--- config.mk ---
export PLATFORM = sky130hd
export DESIGN_NAME = rgba_pixel_blend_unit_core
export DESIGN_NICKNAME = d
export VERILOG_FILES = /design/src/sv/rpbu_pkg.sv /design/src/sv/rgba_pixel_blend_unit_core.sv
export SDC_FILE = /design/constraint.sdc
export NUM_CORES = 2
export LEC_CHECK = 0
export BUFFER_PORTS_ARGS = -buffer_cell sky130_fd_sc_hd__buf_2
export CORE_UTILIZATION = 59
export DETAILED_ROUTE_END_ITERATION = 7
export PLACE_DENSITY_LB_ADDON = 0.1
export REMOVE_ABC_BUFFERS = 1
export SYNTH_ARGS = -nofsm -noshare
export SYNTH_HDL_FRONTEND = slang
export SYNTH_SLANG_ARGS = --single-unit
--- constraint.sdc ---
create_clock -name clk_i -period 9.2 [get_ports clk_i]
set_input_delay 0.46 -clock clk_i [delete_from_list [all_inputs] [get_ports clk_i]]
set_output_delay 0.46 -clock clk_i [all_outputs]
set_load 0.02 [all_outputs]
--- src/sv/rpbu_pkg.sv ---
// Package with widths, register indexes and blend mode codes for the pixel blend unit.
`timescale 1ns / 1ps

package rpbu_pkg;

  localparam int unsigned NumCh   = 4;
  localparam int unsigned ChW     = 8;
  localparam int unsigned CfgIdxW = 2;
  localparam int unsigned CfgW    = 8;

  typedef logic [ChW-1:0] chan_t;

  typedef enum logic [CfgIdxW-1:0] {
    REG_BLEND_MODE  = 2'd0,
    REG_W_PRIMARY   = 2'd1,
    REG_W_SECONDARY = 2'd2,
    REG_W_SLIDE     = 2'd3
  } cfg_reg_e;

  typedef enum logic [3:0] {
    MODE_ADD     = 4'd0,
    MODE_MIX_A   = 4'd1,
    MODE_MIX_B   = 4'd2,
    MODE_MIX_S   = 4'd3,
    MODE_AVG_A   = 4'd4,
    MODE_MIX_S2  = 4'd5,
    MODE_REPLACE = 4'd6,
    MODE_AVG_B   = 4'd7,
    MODE_AVG_C   = 4'd8,
    MODE_MAX     = 4'd9,
    MODE_MIN     = 4'd10
  } blend_mode_e;

  typedef struct packed {
    chan_t [NumCh-1:0] dest;
    chan_t [NumCh-1:0] src;
  } pix_pair_t;

endpackage

--- src/sv/rgba_pixel_blend_unit_core.sv ---
// Top level of the pixel blend unit: config registers, input register and result register.
// A pixel passes the input register, then the result register; throughput is 1 pixel per cycle
// while out_ready_i does not stall. The per-channel mix (two 8x8 products and a divide by 255
// done as add-and-shift) sits between the input register and the result register.
// Reset: asynchronous active low; clears valids, sets blend_mode to add and all weights to 0.
// The result register is released while the next pixel is taken, so a stall only backs up
// once both stages hold a pixel.
`timescale 1ns / 1ps

module rgba_pixel_blend_unit_core (
  input  logic                          clk_i,
  input  logic                          rst_ni,
  input  logic                          cfg_we_i,
  input  logic [rpbu_pkg::CfgIdxW-1:0]  cfg_idx_i,
  input  logic [rpbu_pkg::CfgW-1:0]     cfg_wdata_i,
  input  logic                          in_valid_i,
  output logic                          in_ready_o,
  input  logic [7:0]                    dest_ch0_i,
  input  logic [7:0]                    dest_ch1_i,
  input  logic [7:0]                    dest_ch2_i,
  input  logic [7:0]                    dest_ch3_i,
  input  logic [7:0]                    source_ch0_i,
  input  logic [7:0]                    source_ch1_i,
  input  logic [7:0]                    source_ch2_i,
  input  logic [7:0]                    source_ch3_i,
  output logic                          out_valid_o,
  input  logic                          out_ready_i,
  output logic [7:0]                    mixed_ch0_o,
  output logic [7:0]                    mixed_ch1_o,
  output logic [7:0]                    mixed_ch2_o,
  output logic [7:0]                    mixed_ch3_o
);

  import rpbu_pkg::*;

  blend_mode_e mode_q;
  chan_t       w_primary_q;
  chan_t       w_secondary_q;
  chan_t       w_slide_q;

  logic        in_valid_q;
  pix_pair_t   in_pix_q;
  pix_pair_t   in_pix_d;
  logic        out_valid_q;
  chan_t [NumCh-1:0] res_q;
  chan_t [NumCh-1:0] res_d;

  logic        res_ready;
  chan_t       weight;

  function automatic chan_t div255(input logic [15:0] x);
    logic [16:0] t;
    begin
      t = {1'b0, x} + 17'd1 + {9'd0, x[15:8]};
      return t[15:8];
    end
  endfunction

  function automatic chan_t mix8(input chan_t d, input chan_t s, input chan_t a);
    logic [15:0] ps;
    logic [15:0] pd;
    chan_t       sum;
    begin
      ps  = {8'd0, s} * {8'd0, a};
      pd  = {8'd0, d} * {8'd0, ~a};
      sum = div255(ps) + div255(pd);
      return sum;
    end
  endfunction

  // config registers
  always_ff @(posedge clk_i or negedge rst_ni) begin
    if (!rst_ni) begin
      mode_q        <= MODE_ADD;
      w_primary_q   <= '0;
      w_secondary_q <= '0;
      w_slide_q     <= '0;
    end else if (cfg_we_i) begin
      case (cfg_reg_e'(cfg_idx_i))
        REG_BLEND_MODE: begin
          if (cfg_wdata_i[3:0] > MODE_MIN) begin
            mode_q <= MODE_MIN;
          end else begin
            mode_q <= blend_mode_e'(cfg_wdata_i[3:0]);
          end
        end
        REG_W_PRIMARY:   w_primary_q   <= cfg_wdata_i;
        REG_W_SECONDARY: w_secondary_q <= cfg_wdata_i;
        REG_W_SLIDE:     w_slide_q     <= cfg_wdata_i;
        default: ;
      endcase
    end
  end

  assign res_ready  = !out_valid_q || out_ready_i;
  assign in_ready_o = !in_valid_q || res_ready;

  always_comb begin
    in_pix_d.dest = {dest_ch3_i, dest_ch2_i, dest_ch1_i, dest_ch0_i};
    in_pix_d.src  = {source_ch3_i, source_ch2_i, source_ch1_i, source_ch0_i};
  end

  // input register
  always_ff @(posedge clk_i or negedge rst_ni) begin
    if (!rst_ni) begin
      in_valid_q <= 1'b0;
    end else if (in_ready_o) begin
      in_valid_q <= in_valid_i;
    end
  end

  always_ff @(posedge clk_i) begin
    if (in_valid_i && in_ready_o) begin
      in_pix_q <= in_pix_d;
    end
  end

  always_comb begin
    case (mode_q)
      MODE_MIX_A:              weight = w_primary_q;
      MODE_MIX_B:              weight = w_secondary_q;
      MODE_MIX_S, MODE_MIX_S2: weight = w_slide_q;
      default:                 weight = w_slide_q;
    endcase
  end

  always_comb begin
    logic [ChW:0] sum;
    chan_t        d;
    chan_t        s;
    for (int c = 0; c < NumCh; c++) begin
      d   = in_pix_q.dest[c];
      s   = in_pix_q.src[c];
      sum = {1'b0, d} + {1'b0, s};
      case (mode_q) inside
        MODE_ADD:                         res_d[c] = sum[ChW] ? '1 : sum[ChW-1:0];
        MODE_MIX_A, MODE_MIX_B,
        MODE_MIX_S, MODE_MIX_S2:          res_d[c] = mix8(d, s, weight);
        MODE_AVG_A, MODE_AVG_B, MODE_AVG_C: res_d[c] = sum[ChW:1];
        MODE_REPLACE:                     res_d[c] = s;
        MODE_MAX:                         res_d[c] = (d > s) ? d : s;
        default:                          res_d[c] = (d < s) ? d : s;
      endcase
    end
  end

  // result register
  always_ff @(posedge clk_i or negedge rst_ni) begin
    if (!rst_ni) begin
      out_valid_q <= 1'b0;
    end else if (res_ready) begin
      out_valid_q <= in_valid_q;
    end
  end

  always_ff @(posedge clk_i) begin
    if (in_valid_q && res_ready) begin
      res_q <= res_d;
    end
  end

  assign out_valid_o = out_valid_q;
  assign mixed_ch0_o = res_q[0];
  assign mixed_ch1_o = res_q[1];
  assign mixed_ch2_o = res_q[2];
  assign mixed_ch3_o = res_q[3];

endmodule
== Yosys cells after proc, flatten, opt, wreduce, memory -nomap -nowiden ==
Index checks and enable logic that the tools add are counted.
Cells by class
  add/subtract/negate cells: 24
  multipliers: 8
  divide/modulo/power cells: 0
  $lt $le $gt $ge: 9
  equality and inequality tests: 12
  shift-type cells: 0
  mux-type cells: 34
  bitwise gates (word level): 1
  reduce and logical (&&, ||, !) cells: 14
Operators by type and width (count)
  $mux 8: 32
  $add 16x1->16 const B: 8
  $add 16x8->16: 8
  $mul 8x8->16: 8
  $add 8x8->9: 4
  $add 8x8->8: 4
  $gt 8x8->1: 4
  $lt 8x8->1: 4
  $eq 4x3->1 const B: 4
  $pmux 8 s2: 1
  $eq 4x2->1 const B: 2
  $eq 4x4->1 const B: 2
  $not 8->8: 1
  $reduce_and 2->1: 4
  $eq 2x2->1 const B: 2
  $eq 4x1->1 const B: 1
  $gt 4x4->1 const B: 1
  $logic_not 4->1: 1
  $mux 4: 1
  $reduce_or 4->1: 1
  $reduce_or 3->1: 1
  $eq 2x1->1 const B: 1
  $logic_and 1x1->1: 2
  $logic_not 1->1: 2
  2 further kinds: 3
Word-level totals
  bits in registers: 126
  latch bits: 0
  RAM bits: 0
  bits in read-only memories: 0
  bits of input ports: 79
  output and inout bits: 34
  logic and storage cells: 120
  memories: 0

== Longest topological paths before layout ==
  depth after elaboration: 9
  mapped depth: 42
  gate-level depth less buffers: 39

== Least setup slack after synthesis ==
OpenSTA, ideal clock, no wires.
  path type: flip-flop to flip-flop
  from: reg mode_q[3]
  to: reg res_q (netlist bit mixed_ch0_o[7]) (data pin)
  library setup time: 268 ps
  arrival: 8762 ps
  required time: 8932 ps
  setup slack: 171 ps
  cell stages (with the launch flop): 38
  path buffers: 2
  clock period less this slack: 9029 ps
  cell sequence: dfrtp_1 -> buf_2 -> nor3_1 -> o22ai_1 -> a21oi_1 -> clkbuf_1 -> nand2_1 -> fa_1 -> fa_1 -> inv_1 -> fa_1 -> inv_1 -> fa_1 -> inv_1 -> ha_1 -> o21a_1 -> a211o_1 -> nand2_1 -> [... 2 more ...] -> o21a_1 -> o22ai_1 -> maj3_2 -> maj3_2 -> o41ai_2 -> and2_2 -> xnor2_1 -> ha_1 -> a21o_1 -> a21oi_1 -> nor2b_1 -> o21a_1 -> o41ai_1 -> xnor2_1 -> xnor2_1 -> xnor2_1 -> xnor2_1 -> o211ai_2
RTL lines
  from (decl): RTL line rgba_pixel_blend_unit_core.sv:36  | blend_mode_e mode_q;
  from (signal assigned): RTL line rgba_pixel_blend_unit_core.sv:84  | mode_q <= blend_mode_e'(cfg_wdata_i[3:0]);
  to (signal assigned): RTL line rgba_pixel_blend_unit_core.sv:158  | res_q <= res_d;
  to (decl): RTL line rgba_pixel_blend_unit_core.sv:45  | chan_t [NumCh-1:0] res_q;

==> run metrics <==
outcome finished clean; predominant post-synthesis flop cell edfxtp_1; Synth Area per Inst 8.89 sq um; clock root cell clkbuf_16; Die Y 221 um; commonest non-fill, non-tap cell in the layout inv_1; core area 47000 sq um; final non-filler cell total about 4000; CTS H-Tree Depth 4; CP max FO 14; Die X 221 um; via/cell ratio around 5.9; worst clock skew about 0.015 ns; CTS tree built; # port buffers 112; WL final around 80 mm; # rows between 70 and 80; Residual DRC 0; Nets between 4000 and 5000; DR iter-0 viols ~1800; final core occ 0.664; # Max-Cap Violations 0; clk_lat worst skew around 0.5 ns; met3 WL 5.54 mm; Initial Util 0.603; sequential area share after synthesis 0.128; hold crit path type input pin to async pin; Ports approximately 110; worst reg2reg path depth 36; r2r setup slk 0.28 ns; CP max stage cell fa_1; drt first pass iters 5; multi-input logic area 22900 sq um; Crit Path Category register to register; initial antenna violation count 11; total gr overflow 0; Post-synth ARST share 0.238; sequential cell area 3630 sq um; GRT Overall Usage 0.333; Via Count 23436; Final Hold Fails 0; Num CTS Buffers 17; first-pass GRT wire length 128 mm; CTS Hold Bufs 0; routability cong. 0.973; post-DP HPWL 63.2 mm; Metal-1 WL 34.8 mm; worst rel slew slack 0.145; Syn Inst Count between 3000 and 4000; EDFF count, synth 96; layout cells sized above 1 0.113; slowest cell delay on critical path 0.49 ns; post-synthesis register bit count roughly 130; hold_ws approximately 0.020 ns; Reg clk slew, reported paths 0.07 ns; Filler Cell Count 4009; highest-count cells in the layout ignoring fill and taps inv_1 (497), ha_1 (415), fa_1 (296); full die area 48900 sq um; placed cells 3901; worst path required time 9.44 ns; RSZ-0062 raised after global routing true; Yosys cell types 96; minimum clock period 8.92 ns; top sig layer met5; Slew Viols, Final 0; CP Launch Type register; Fmax achieved 0.112 GHz; largest net degree at the start of global routing 65; final setup vio count 0; drt wl/cell 20.1 um; met2 wire length 37.1 mm; R2R Path End mixed_ch2_o[7]; Ys Warns 0; CTS sink cnt 126; Layout Area Growth over Synthesis 9.96%; Post-DRT Antenna Nets 0; clk buf depth 2; Tcrit/Tclk final 0.970; critical path data arrival time 9.16 ns; CP endpoint kind register; cell area after synthesis 28300 sq um; vias in the first global route around 24000; worst-margin pin slew about 1.2 ns; worst r2r src mode_q[2]
-- cell usage after synthesis (10+ instances only) --
library cell,n,share of area
nand2_1,146,0.019
mux2_2,25,0.0099
a21oi_1,158,0.028
a31oi_1,16,0.0035
a22oi_1,13,0.0034
nor2_1,263,0.035
dfrtp_1,30,0.026
a211oi_1,25,0.0066
clkbuf_1,66,0.0087
edfxtp_1,96,0.10
fa_1,296,0.21
nand4_1,17,0.0038
nand2b_1,34,0.0075
o21ai_0,76,0.013
o21a_1,20,0.0053
nor3b_1,13,0.0034
and2_1,211,0.047
inv_1,497,0.066
ha_1,420,0.19
xnor2_1,130,0.040
o211ai_1,22,0.0058
o21bai_1,39,0.010
nor3_1,31,0.0055
nor2b_1,110,0.024
or2_2,10,0.0022
nand3_1,40,0.0071
mux2i_1,62,0.022
a32oi_1,10,0.0031
a21o_1,48,0.013
xor2_1,71,0.022
o22ai_1,17,0.0038
-- cell type report --
type	instances	share of cell area
diodes	3	0.000241
inverters	504	0.0607
clock buffers	17	0.0137
flip-flops and latches	126	0.117
repair buffers	201	0.0428
clock inverters	15	0.00562
well taps	607	0.0244
multi-input cells	2485	0.736
-- worst max-delay path, delay by kind of cell, from the launching register on --
kind	cells	cell delay, ns
AND/OR/NAND/NOR	3	0.56
buffers and inverters	3	0.34
AO/OA/AOI/OAI	15	2.63
adder cells (fa/ha/maj)	9	3.56
XOR/XNOR	6	1.15
flip-flops	1	0.42
-- worst max-delay path by stage --
stage / startpoint / endpoint / slack (ns) / cells after the start
2_1_floorplan: mode_q[1] / mixed_ch0_o[7] / -1.34 / 36
3_3_place_gp: mode_q[2] / mixed_ch3_o[6] / 0.33 / 36
3_5_place_dp: mode_q[2] / mixed_ch2_o[7] / 0.09 / 35
4_1_cts: mode_q[2] / mixed_ch2_o[7] / 0.03 / 35
5_1_grt: mode_q[2] / mixed_ch3_o[7] / -0.16 / 37
6_report: mode_q[2] / mixed_ch2_o[7] / 0.28 / 36
-- cells by family (layout without fill, tap and decap cells) --
logic type	count (synthesis)	in the layout	synth area share
AO/OA/AOI/OAI	536	538	0.128
XOR/XNOR	210	210	0.0687
adder cells (fa/ha/maj)	724	724	0.398
buffers and inverters	578	737	0.0771
flip-flops	126	126	0.128
multiplexers	87	87	0.0318
other	0	3	0
AND/OR/NAND/NOR	926	926	0.168
-- stage by stage --
| stage | setup slack (ns) | cell area (sq um) | setup TNS (ns) |
|---|---|---|---|
| 6_report | 0.280 | 31200 | 0 |
| 3_3_place_gp | 0.327 | 30000 | 0 |
| 5_1_grt | -0.162 | 31200 | -0.403 |
| 3_5_place_dp | 0.0879 | 30000 | 0 |
| 4_1_cts | 0.0335 | 30600 | 0 |
| 2_1_floorplan | -1.34 | 28000 | -15.93 |
-- timing repair --
action | CTS | global route
buffers inserted | 0 | 19
setup endpoints to repair | 0 | 18
gates resized for setup | 0 | 71
-- per-layer routing --
| metal | up-vias | track usage |
|---|---|---|
| met1 | 11522 | 0.451 |
| met2 | 851 | 0.539 |
| met4 | 12 | 0.107 |
| met3 | 132 | 0.0594 |
| li1 | 10919 | - |
| met5 | - | 0 |
-- registers in the layout, summed over array words and instances (netlist names) --
name and flops:
mixed_ch1_o 8, w_secondary_q 8, out_valid_o 1, mixed_ch0_o 8
mode_q 4, in_valid_q 1, mixed_ch3_o 8, in_pix_q 64
mixed_ch2_o 8, w_slide_q 8, w_primary_q 8
Power is left out: the tool's default activity adds up to more than one toggle a clock period on the data nets, which glitch-free logic cannot reach.
